$ cat config.mk
export PLATFORM = sky130hd
export DESIGN_NAME = timer_table_expiry
export DESIGN_NICKNAME = d
export VERILOG_FILES = /design/src/rtl/tte_pkg.sv /design/src/rtl/timer_table_expiry.sv
export SDC_FILE = /design/constraint.sdc
export NUM_CORES = 2
export LEC_CHECK = 0
export BUFFER_PORTS_ARGS = -buffer_cell sky130_fd_sc_hd__buf_2
export CAP_MARGIN = 20
export CORE_ASPECT_RATIO = 1.25
export CORE_MARGIN = 4
export CORE_UTILIZATION = 59
export DETAILED_ROUTE_END_ITERATION = 8
export GPL_TIMING_DRIVEN = 0
export PLACE_DENSITY = 0.76
export SLEW_MARGIN = 10
export SYNTH_ARGS = -nofsm -noshare
export SYNTH_HDL_FRONTEND = slang
export SYNTH_SLANG_ARGS = --single-unit
$ cat constraint.sdc
create_clock -name i_clk -period 20.6 [get_ports i_clk]
set_input_delay 3.09 -clock i_clk [delete_from_list [all_inputs] [get_ports i_clk]]
set_output_delay 3.09 -clock i_clk [all_outputs]
set_load 0.01 [all_outputs]
$ cat src/rtl/tte_pkg.sv
package tte_pkg;
    localparam int SLOTS     = 16;
    localparam int TIME_BITS = 48;
    localparam int SLOT_W    = $clog2(SLOTS);
    localparam int CNT_W     = $clog2(SLOTS + 1);

    typedef enum logic [1:0] {
        OP_ARM    = 2'd0,
        OP_CANCEL = 2'd1,
        OP_TICK   = 2'd2,
        OP_NONE   = 2'd3
    } t_op;

    typedef enum logic [2:0] {
        K_ARMED     = 3'd0,
        K_FULL      = 3'd1,
        K_CANCELLED = 3'd2,
        K_MISS      = 3'd3,
        K_EXPIRED   = 3'd4,
        K_IDLE      = 3'd5
    } t_kind;

    function automatic logic [TIME_BITS-1:0] sat_add(input logic [TIME_BITS-1:0] a,
                                                      input logic [31:0] b);
        logic [TIME_BITS:0] s;
        s = {1'b0, a} + {{(TIME_BITS-31){1'b0}}, b};
        return s[TIME_BITS] ? {TIME_BITS{1'b1}} : s[TIME_BITS-1:0];
    endfunction
endpackage

$ cat src/rtl/timer_table_expiry.sv
// Timer table of 16 one-shot or periodic timers. Input beat tdata, low bit up:
// operation[1:0], now_us[47:0], delay_us[31:0], period_us[31:0], target_slot[3:0],
// target_tag[15:0]. Output tdata: kind, slot, tag, periodic, pending_count,
// earliest_due; tlast marks the final result of a beat. Due times, periods and
// tags live in one synchronous memory read one slot per cycle. An arm result
// follows one summary walk of the table, a cancel result one read of the target
// slot and then the summary walk. A tick walks the table once per expired timer,
// once more to find nothing left due (skipped after 16 expiries), then once for
// the pending count and earliest due time; its results then follow one per cycle
// while the output is not stalled. A new input beat is taken only after the
// final result of the previous one has been accepted.
module timer_table_expiry (
    input  logic         i_clk,
    input  logic         i_rst_n,
    input  logic         s_axis_tvalid,
    output logic         s_axis_tready,
    input  logic [135:0] s_axis_tdata,  // op, now, delay, period, tslot, ttag
    output logic         m_axis_tvalid,
    input  logic         m_axis_tready,
    output logic [79:0]  m_axis_tdata,  // kind, slot, tag, periodic, count, earliest
    output logic         m_axis_tlast
);
    import tte_pkg::*;

    localparam int MW = TIME_BITS + 32 + 16;

    typedef enum logic [2:0] {
        S_IDLE, S_SCAN, S_EMIT, S_WB, S_SUM, S_OUT, S_FLUSH
    } t_state;

    logic [MW-1:0] mem [SLOTS];
    logic [MW-1:0] r_rd;
    logic [SLOT_W-1:0] rd_addr;
    logic              wr_en;
    logic [SLOT_W-1:0] wr_addr;
    logic [MW-1:0]     wr_data;

    always_ff @(posedge i_clk) begin
        if (wr_en) mem[wr_addr] <= wr_data;
        r_rd <= mem[rd_addr];
    end

    t_state              r_state;
    logic [SLOTS-1:0]    r_valid, r_picked;
    logic [15:0]         r_tagc;
    logic [TIME_BITS-1:0] r_now;
    logic [SLOT_W-1:0]   r_tslot;
    logic [15:0]         r_ttag;
    logic [SLOT_W:0]     r_idx;       // address issued, wide to reach SLOTS
    logic [SLOT_W-1:0]   r_pidx;      // address of data now in r_rd
    logic                r_pv;
    logic                r_found;
    logic [SLOT_W-1:0]   r_best;
    logic [TIME_BITS-1:0] r_bdue;
    logic [31:0]         r_bper;
    logic [15:0]         r_btag;
    logic [SLOT_W:0]     r_nemit;
    logic [SLOT_W-1:0]   r_eslot [SLOTS];  // expiries in emit order
    logic [15:0]         r_etag [SLOTS];
    logic [SLOTS-1:0]    r_eper;
    logic [SLOT_W:0]     r_ocur;
    t_kind               r_kind;
    logic [SLOT_W-1:0]   r_oslot;
    logic [15:0]         r_otag;
    logic [CNT_W-1:0]    r_cnt;
    logic [TIME_BITS-1:0] r_early;
    logic                r_any;
    logic                r_ovalid, r_olast;
    logic [79:0]         r_odata;

    logic [TIME_BITS-1:0] rd_due;
    logic [31:0]          rd_per;
    logic [15:0]          rd_tag;
    assign rd_due = r_rd[MW-1 -: TIME_BITS];
    assign rd_per = r_rd[31+16:16];
    assign rd_tag = r_rd[15:0];

    logic [SLOT_W-1:0] free_slot;
    logic              free_any;
    always_comb begin
        free_slot = '0;
        free_any  = 1'b0;
        for (int i = SLOTS - 1; i >= 0; i--) begin
            if (!r_valid[i]) begin
                free_slot = SLOT_W'(i);
                free_any  = 1'b1;
            end
        end
    end

    assign s_axis_tready = (r_state == S_IDLE) && !r_ovalid;
    assign m_axis_tvalid = r_ovalid;
    assign m_axis_tdata  = r_odata;
    assign m_axis_tlast  = r_olast;

    logic out_free;
    assign out_free = !r_ovalid || m_axis_tready;

    logic              out_exp;
    logic              out_final;
    logic              out_per;
    logic [SLOT_W-1:0] out_slot;
    logic [15:0]       out_tag;
    assign out_exp   = (r_kind == K_EXPIRED);
    assign out_final = !out_exp || ((r_ocur + 1'b1) == r_nemit);
    assign out_slot  = out_exp ? r_eslot[r_ocur[SLOT_W-1:0]] : r_oslot;
    assign out_tag   = out_exp ? r_etag[r_ocur[SLOT_W-1:0]] : r_otag;
    assign out_per   = out_exp && r_eper[r_ocur[SLOT_W-1:0]];

    always_comb begin
        rd_addr = r_idx[SLOT_W-1:0];
        wr_en   = 1'b0;
        wr_addr = '0;
        wr_data = '0;
        if (r_state == S_IDLE && s_axis_tvalid && s_axis_tready
                && t_op'(s_axis_tdata[1:0]) == OP_ARM && free_any) begin
            wr_en   = 1'b1;
            wr_addr = free_slot;
            wr_data = {sat_add(s_axis_tdata[49:2], s_axis_tdata[81:50]),
                       s_axis_tdata[113:82], r_tagc};
        end else if (r_state == S_WB && r_bper != '0) begin
            wr_en   = 1'b1;
            wr_addr = r_best;
            wr_data = {sat_add(r_now, r_bper), r_bper, r_btag};
        end
        if (r_state == S_IDLE) rd_addr = s_axis_tdata[117:114];
    end

    function automatic logic [79:0] pack(t_kind k, logic [SLOT_W-1:0] s,
                                         logic [15:0] t, logic p,
                                         logic [CNT_W-1:0] c,
                                         logic [TIME_BITS-1:0] e);
        return {3'b000, e, c, p, t, s, k};
    endfunction

    always_ff @(posedge i_clk) begin
        if (!i_rst_n) begin
            r_state   <= S_IDLE;
            r_valid   <= '0;
            r_tagc    <= 16'd1;
            r_ovalid  <= 1'b0;
            r_olast   <= 1'b0;
            r_nemit   <= '0;
        end else begin
            if (r_state == S_OUT && out_free) r_ovalid <= 1'b1;
            else if (m_axis_tready) r_ovalid <= 1'b0;
            unique case (r_state)
                S_IDLE: begin
                    if (s_axis_tvalid && s_axis_tready) begin
                        r_now    <= s_axis_tdata[49:2];
                        r_tslot  <= s_axis_tdata[117:114];
                        r_ttag   <= s_axis_tdata[133:118];
                        r_picked <= '0;
                        r_nemit  <= '0;
                        r_ocur   <= '0;
                        unique case (t_op'(s_axis_tdata[1:0]))
                            OP_ARM: begin
                                if (free_any) begin
                                    r_valid[free_slot] <= 1'b1;
                                    r_tagc  <= r_tagc + 16'd1;
                                    r_kind  <= K_ARMED;
                                    r_oslot <= free_slot;
                                    r_otag  <= r_tagc;
                                end else begin
                                    r_kind  <= K_FULL;
                                    r_oslot <= '0;
                                    r_otag  <= '0;
                                end
                                r_state <= S_SUM;
                            end
                            OP_CANCEL: r_state <= S_FLUSH;
                            OP_TICK:   r_state <= S_SCAN;
                            OP_NONE:   r_state <= S_IDLE;
                        endcase
                        r_idx   <= '0;
                        r_pv    <= 1'b0;
                        r_found <= 1'b0;
                        r_cnt   <= '0;
                        r_any   <= 1'b0;
                        r_early <= '0;
                    end
                end
                S_FLUSH: begin  // cancel: memory word of target is in r_rd
                    r_oslot <= r_tslot;
                    r_otag  <= r_ttag;
                    if (r_valid[r_tslot] && rd_tag == r_ttag) begin
                        r_valid[r_tslot] <= 1'b0;
                        r_kind <= K_CANCELLED;
                    end else begin
                        r_kind <= K_MISS;
                    end
                    r_state <= S_SUM;
                end
                S_SCAN: begin
                    if (r_pv && r_valid[r_pidx] && !r_picked[r_pidx] && rd_due < r_now
                            && (!r_found || rd_due < r_bdue)) begin
                        r_found <= 1'b1;
                        r_best  <= r_pidx;
                        r_bdue  <= rd_due;
                        r_bper  <= rd_per;
                        r_btag  <= rd_tag;
                    end
                    r_pidx <= r_idx[SLOT_W-1:0];
                    r_pv   <= (r_idx != SLOTS[SLOT_W:0]);
                    if (r_idx != SLOTS[SLOT_W:0]) r_idx <= r_idx + 1'b1;
                    else if (!r_pv) r_state <= S_EMIT;
                end
                S_EMIT: begin
                    if (r_found) begin
                        r_kind <= K_EXPIRED;
                        r_eslot[r_nemit[SLOT_W-1:0]] <= r_best;
                        r_etag[r_nemit[SLOT_W-1:0]]  <= r_btag;
                        r_eper[r_nemit[SLOT_W-1:0]]  <= (r_bper != '0);
                        r_picked[r_best] <= 1'b1;
                        if (r_bper == '0) r_valid[r_best] <= 1'b0;
                        r_nemit <= r_nemit + 1'b1;
                        r_state <= S_WB;
                    end else begin
                        if (r_nemit == '0) begin
                            r_kind  <= K_IDLE;
                            r_oslot <= '0;
                            r_otag  <= '0;
                        end
                        r_idx <= '0;
                        r_pv  <= 1'b0;
                        r_state <= S_SUM;
                    end
                end
                S_WB: begin
                    r_found <= 1'b0;
                    r_idx   <= '0;
                    r_pv    <= 1'b0;
                    if (r_nemit == SLOTS[SLOT_W:0]) begin
                        r_state <= S_SUM;
                    end else begin
                        r_state <= S_SCAN;
                    end
                end
                S_SUM: begin
                    if (r_pv && r_valid[r_pidx]) begin
                        r_cnt <= r_cnt + 1'b1;
                        if (!r_any || rd_due < r_early) r_early <= rd_due;
                        r_any <= 1'b1;
                    end
                    r_pidx <= r_idx[SLOT_W-1:0];
                    r_pv   <= (r_idx != SLOTS[SLOT_W:0]);
                    if (r_idx != SLOTS[SLOT_W:0]) r_idx <= r_idx + 1'b1;
                    else if (!r_pv) r_state <= S_OUT;
                end
                S_OUT: begin  // one beat per expiry (one beat otherwise), summary known by now
                    if (out_free) begin
                        r_olast <= out_final;
                        r_odata <= pack(r_kind, out_slot, out_tag, out_per, r_cnt, r_early);
                        r_ocur  <= r_ocur + 1'b1;
                        if (out_final) r_state <= S_IDLE;
                    end
                end
                default: r_state <= S_IDLE;
            endcase
        end
    end

    assert property (@(posedge i_clk) disable iff (!i_rst_n)
        m_axis_tvalid && !m_axis_tready |=> m_axis_tvalid && $stable(m_axis_tdata))
        else $error("output beat changed while stalled");
    assert property (@(posedge i_clk) disable iff (!i_rst_n)
        s_axis_tready |-> r_state == S_IDLE)
        else $error("input taken while busy");
    assert property (@(posedge i_clk) disable iff (!i_rst_n)
        r_state == S_OUT && out_free && out_final |=> m_axis_tvalid && m_axis_tlast)
        else $error("final beat not flagged");
    assert property (@(posedge i_clk) disable iff (!i_rst_n)
        r_nemit <= SLOTS[SLOT_W:0])
        else $error("too many expiries");
endmodule

# After elaboration in Yosys (flattened, before gate mapping)
# Memory sizes are Yosys's and may differ from the RTL's. A register that Yosys moved wholly into a read port is not among the register bits.
# Index checks and enable logic that the tools add are counted.
[totals]
ram_bits = 1856
inputBits = 140
mem_bits_ro = 0
regBits = 412
latchBits = 0
memories = 3
[classes]
n_mux = 131
n_shift = 0
n_eq_ne = 33
add_sub_neg = 7
n_lt_le_gt_ge = 13
n_bitwise = 6
reduce_logical = 59
div_mod_pow = 0
mul = 0
[memory_table]
columns = ["name", "words", "word_bits", "rd", "rd_ports_with_merged_regs", "write_ports", "line", "text"]
rows = [
  ["mem", 16, 96, 1, 1, 1, "timer_table_expiry.sv:31", "logic [MW-1:0] mem [SLOTS];"],
  ["r_etag", 16, 16, 1, 1, 1, "timer_table_expiry.sv:59", "logic [15:0] r_etag [SLOTS];"],
  ["r_eslot", 16, 4, 1, 1, 1, "timer_table_expiry.sv:58", "logic [SLOT_W-1:0] r_eslot [SLOTS];"],
]
[op_table]
columns = ["cell", "count"]
rows = [
  ["48-bit two-way mux", 5],
  ["16-bit two-way mux", 14],
  ["96-bit two-way mux", 2],
  ["48-bit less-than comparator", 3],
  ["4-bit two-way mux", 27],
  ["48-bit by 32-bit adder with 49-bit output", 2],
  ["16-bit case mux with 3 select lines", 2],
  ["48-bit case mux with 2 select lines", 1],
  ["1-bit two-way mux", 40],
  ["3-bit two-way mux", 13],
  ["16-bit bitwise AND", 2],
  ["32-bit logical NOT", 1],
  ["16-bit inverter", 2],
  ["16-bit bitwise OR", 2],
  ["16-bit case mux with 2 select lines", 1],
  ["32-bit nonzero test", 1],
  ["4-bit by 5-bit less-than comparator with 1-bit output, second input constant", 6],
  ["5-bit two-way mux", 6],
  ["2-bit != test, second input constant", 15],
  ["5-bit case mux with 2 select lines", 3],
  ["4-bit AND reduction", 6],
  ["3-bit case mux with 7 select lines", 1],
  ["5-bit by 1-bit adder with 5-bit output, second input constant", 4],
  ["5-bit case mux with 4 select lines", 1],
  ["other kinds (37)", 89],
]

# Logic depth before layout (Yosys ltp)
[depth]
depth_word = 25
depth_mapped = 14
mapped_depth_nobuf = 13

# Least setup slack after synthesis
# No wires, ideal clock.
[synth_timing]
kind = "input to register"
from = "input port s_axis_tvalid"
to = "memory mem[1][0] (netlist name), enable pin"
setup_slack_ns = 11.589
t_required_ns = 20.038
stages = 6
arrival_ns = 8.449
setup_time_ns = 0.562
path_cell_list = "nand2_2 > or3_4 > a21o_1 > clkbuf_1 > o21ai_0 > nor2b_1"
[synth_via]
elab_chain_len = 7
[synth_lines]
columns = ["item", "line", "text"]
rows = [
  ["from (decl)", "timer_table_expiry.sv:15", "input logic s_axis_tvalid,"],
  ["1-bit logical AND * (2 in series)", "timer_table_expiry.sv:115", "if (r_state == S_IDLE && s_axis_tvalid && s_axis_tready"],
  ["1-bit logical AND * (2 in series)", "timer_table_expiry.sv:116", "&& t_op'(s_axis_tdata[1:0]) == OP_ARM && free_any) begin"],
  ["1-bit two-way mux", "timer_table_expiry.sv:115", ""],
  ["1-bit two-way mux", "timer_table_expiry.sv:39", "if (wr_en) mem[wr_addr] <= wr_data;"],
  ["1-bit two-way mux (implied by the code)", "timer_table_expiry.sv:39", ""],
  ["to (decl)", "timer_table_expiry.sv:31", ""],
]
# Mark *: on every way between the ends. The rest lies on a longest branch, timed or not.

# Worst setup path after layout
[layout_timing]
from = "input port s_axis_tdata[19]"
to = "memory mem[4][81] (netlist name) (data pin)"
[layout_via]
elab_chain_len = 3
[layout_lines]
columns = ["item", "line", "text"]
rows = [
  ["from (decl)", "timer_table_expiry.sv:17", "input logic [135:0] s_axis_tdata,"],
  ["48-bit by 32-bit adder with 49-bit output", "tte_pkg.sv:26", "s = {1'b0, a} + {{(TIME_BITS-31){1'b0}}, b};"],
  ["48-bit two-way mux", "tte_pkg.sv:27", "return s[TIME_BITS] ? {TIME_BITS{1'b1}} : s[TIME_BITS-1:0];"],
  ["96-bit two-way mux", "timer_table_expiry.sv:115", ""],
  ["net wr_data[81]", "timer_table_expiry.sv:36", "logic [MW-1:0] wr_data;"],
]
# The timed path passes the listed nets, and every way through them passes these cells.

==> results.py <==
metrics = {
    "run_status": {
        "status": "completed",
    },
    "sta": {
        "setup_viol": 0,
        "clock-skew-final_ps": 56.7,
        "finalCriticalPeriod_ps": 6950,
        "fin_crit_sh_pct": 33.7,
        "hold_viol_final": 0,
        "grt_setup_unrepaired": "no",
        "tightest_slew_ps": 1180,
        "final_max_slew_viol_count": 0,
        "relSlewSlack_pct": 21.2,
        "timing.setup.tns_ps": 0,
        "max_freq_ghz": 0.144,
    },
    "die": {
        "dieHeight_um": 461,
        "core-area_um2": 163000,
        "start_util_pct": 59.3,
        "ioPinCount": 223,
        "core.rowCount": 166,
        "die_x_um": 371,
        "die-area_um2": 171000,
    },
    "drt": {
        "firstDrtPassIters": 6,
        "via_per_inst": 6.62,
        "wl_mm": 267,
        "first_iter_violations": 7624,
        "via_count": 55500,
        "detail-route-antenna-nets": 0,
        "drc": 0,
        "wl_per_cell_um": 31.8,
    },
    "clock_tree": {
        "cts_num_sinks": 2368,
        "cts_made_buffers": 212,
        "clockBufferDepth": 3,
        "clock_latency_ps": 880,
        "post_cts_buffers": 0,
        "ctsRootBufferMaster": "clkbuf_16",
        "cts_max_level": 4,
        "cts_tree": "built",
        "ctsHoldBuffers": 0,
        "clk_pin_slew_worst_paths_ps": 60,
        "post_cts_resized": 0,
    },
    "global_routing": {
        "gr-total-overflow": 0,
        "antenna_found_initial": 20,
        "grt_pass1_wl_mm": 385,
        "grt_pass1_vias": 55700,
        "grt_usage_pct": 31.5,
        "grt_max_degree": 45,
    },
    "hold_path": {
        "hp-class": "flip-flop to flip-flop",
    },
    "yosys": {
        "synth_top_cell_by_area": "edfxtp_1",
        "async_flop_share_pct": 0,
        "synth_most_common_cell": "edfxtp_1",
        "ys_ff_latch": 2368,
        "ys_types": 90,
        "synth_commonest_cells": "2226 x edfxtp_1, 504 x mux4_2, 359 x nand2_1",
        "synth.area.top_cells": "edfxtp_1 69%, mux4_2 12%, dfxtp_1 2.9%, ha_1 2.8%, nand2_1 1.4%",
        "seq_area_frac_synth_pct": 71.9,
        "ys.warnings.count": 0,
        "synth_area_um2": 96900,
        "synth-edff-count": 2226,
        "netlist_instances": 5456,
        "ys.flop_type": "edfxtp_1",
        "avgSynthCellArea_um2": 17.8,
        "yosys.area.top_type_share_pct": 69.0,
    },
    "setup_path": {
        "critPathCaptureType": "flip-flop",
        "crit_fanout": 16,
        "critical_path_class": "input pin to flip-flop",
        "worst-endpoint-required_ps": 20990,
        "start_kind": "input pin",
        "arrival_ps": 7340,
    },
    "final_layout": {
        "layout.nets": 6355,
        "drive_above_1_share_pct": 21.2,
        "design_area_um2": 110000,
        "syn2layout_area_growth_pct": 13.7,
        "fillers": 10400,
    },
    "power_and_ir_drop": {
        "ir_drop_mv": 0.0904,
        "swShare_pct": 30.7,
        "seqPwrFrac_pct": 43.9,
        "power_density_nw_per_um2": 121,
        "p_switching_uw": 4100,
        "p_int_uw": 9230,
        "p_leak_uw": 0.0377,
        "combPwrFrac_pct": 25.7,
        "pwr-share-clk_pct": 30.4,
    },
    "placement": {
        "io_buffers": 217,
        "finalWeightedCongestion": 0.921,
        "dpl_cell_area_um2": 103000,
        "dp_hpwl_mm": 179,
    },
    "run": {
        "maxCapViolCount": 0,
    },
}
==> layout make-up <==
cell class / instances / area, um2 / area share (%)
sequential: 2368 / 69700 / 63.2
multi-input combinational: 2645 / 25700 / 23.3
clock buffer: 282 / 5830 / 5.29
timing repair buffer: 327 / 3170 / 2.87
tap: 2184 / 2730 / 2.48
clock inverter: 119 / 1320 / 1.20
buffer: 263 / 1090 / 0.987
inverter: 182 / 683 / 0.620
antenna: 14 / 35.0 / 0.0318
==> registers in the layout, indices dropped and copies added, names as in the netlist, 5 cells and up, named ones only <==
| register | count |
|---|---|
| mem | 1536 |
| r_etag | 256 |
| r_rd | 96 |
| m_axis_tdata | 77 |
| r_eslot | 64 |
| r_bdue | 48 |
| r_early | 48 |
| r_now | 48 |
| r_bper | 32 |
| r_btag | 16 |
| r_eper | 16 |
| r_otag | 16 |
| r_picked | 16 |
| r_tagc | 16 |
| r_ttag | 16 |
| r_valid | 16 |
| r_cnt | 5 |
| r_idx | 5 |
| r_nemit | 5 |
| r_ocur | 5 |
==> cell usage in the layout (no fill, tap or decap), types with 54 or more instances in the layout <==
cell type  instances
a211oi_1         111
a21o_1            66
a21oi_1          132
a22o_1            63
a31oi_1          125
and2_1           103
and3_1            66
buf_2            267
clkbuf_1         221
clkbuf_16        215
dfxtp_1          142
edfxtp_1        2226
ha_1             214
inv_1            180
mux4_2           504
nand2_1          359
nand3_1           61
nand4_1           54
nor2_1           152
o21ai_0          159
xnor2_1           81
==> per-stage QoR <==
| stage | setup slack (ps) | std cells | hold WS, ps | power [uW] | util (%) |
|---|---|---|---|---|---|
| finish | 13650 | 8384 | 398 | 13300 | 67.4 |
| global route | 13620 | 8372 | 405 | 13800 | 67.4 |
| CTS | 13970 | 8360 | 399 | 13300 | 67.4 |
| detailed placement | 13070 | 7959 | 389 | 9300 | 63.0 |
| global placement | 5500 | 7859 | 387 | 9190 | 61.6 |
| floorplan | 11590 | 5458 | 386 | 8040 | - |
==> cell families (layout without fill, tap and decap cells) <==
group	count (synthesis)	in the layout	synth area share (%)
DFF	2368	2368	71.9
muxes	536	536	12.1
adders and majority gates	216	216	2.80
buffers and inverters	445	1173	1.82
and+or+nand+nor	977	977	4.93
other	1	17	0.00387
AOI/OAI and AO/OA	796	796	5.42
xor gates and xnor gates	117	117	1.06
==> worst max-delay path, stage by stage <==
cell      delay, ps
buf_2           110
ha_1            260
clkbuf_1        350
nand4_1         260
nor4_1          410
o211ai_1        190
o211ai_1        240
o31ai_1         200
o21ai_1         710
nand2_1         160
xnor2_1         160
o21ai_0         540
nand2_1         630
==> power groups by stage <==
stage	sequential [uW]	combinational [uW]	clock [uW]
3_3_place_gp	5960	3230	0
4_1_cts	5840	3400	4080
5_1_grt	5860	3660	4290
6_report	5860	3420	4050
3_5_place_dp	5940	3350	0
2_1_floorplan	5800	2240	0
==> path summary, 6_finish.rpt <==
path / from / end / slack (ps) / depth (start not counted)
hold reg to reg: r_rd[30]$_DFF_P_ / r_bper[14]$_DFFE_PP_ / 400 / 0
setup reg to reg: r_bper[2]$_DFFE_PP_ / mem[1][27]$_DFFE_PP_ / 14810 / 14
setup / recovery: s_axis_tdata[19] / mem[4][81]$_DFFE_PP_ / 13650 / 13
hold / removal: r_rd[30]$_DFF_P_ / r_bper[14]$_DFFE_PP_ / 400 / 0
==> routing by layer <==
layer / GRT usage (%) / wire length (um)
met1: 42.2 / 95300
met2: 50.0 / 127000
met3: 7.96 / 31300
met4: 13.0 / 12600
met5: 0 / 71
Power figures use the tool's default switching activity.
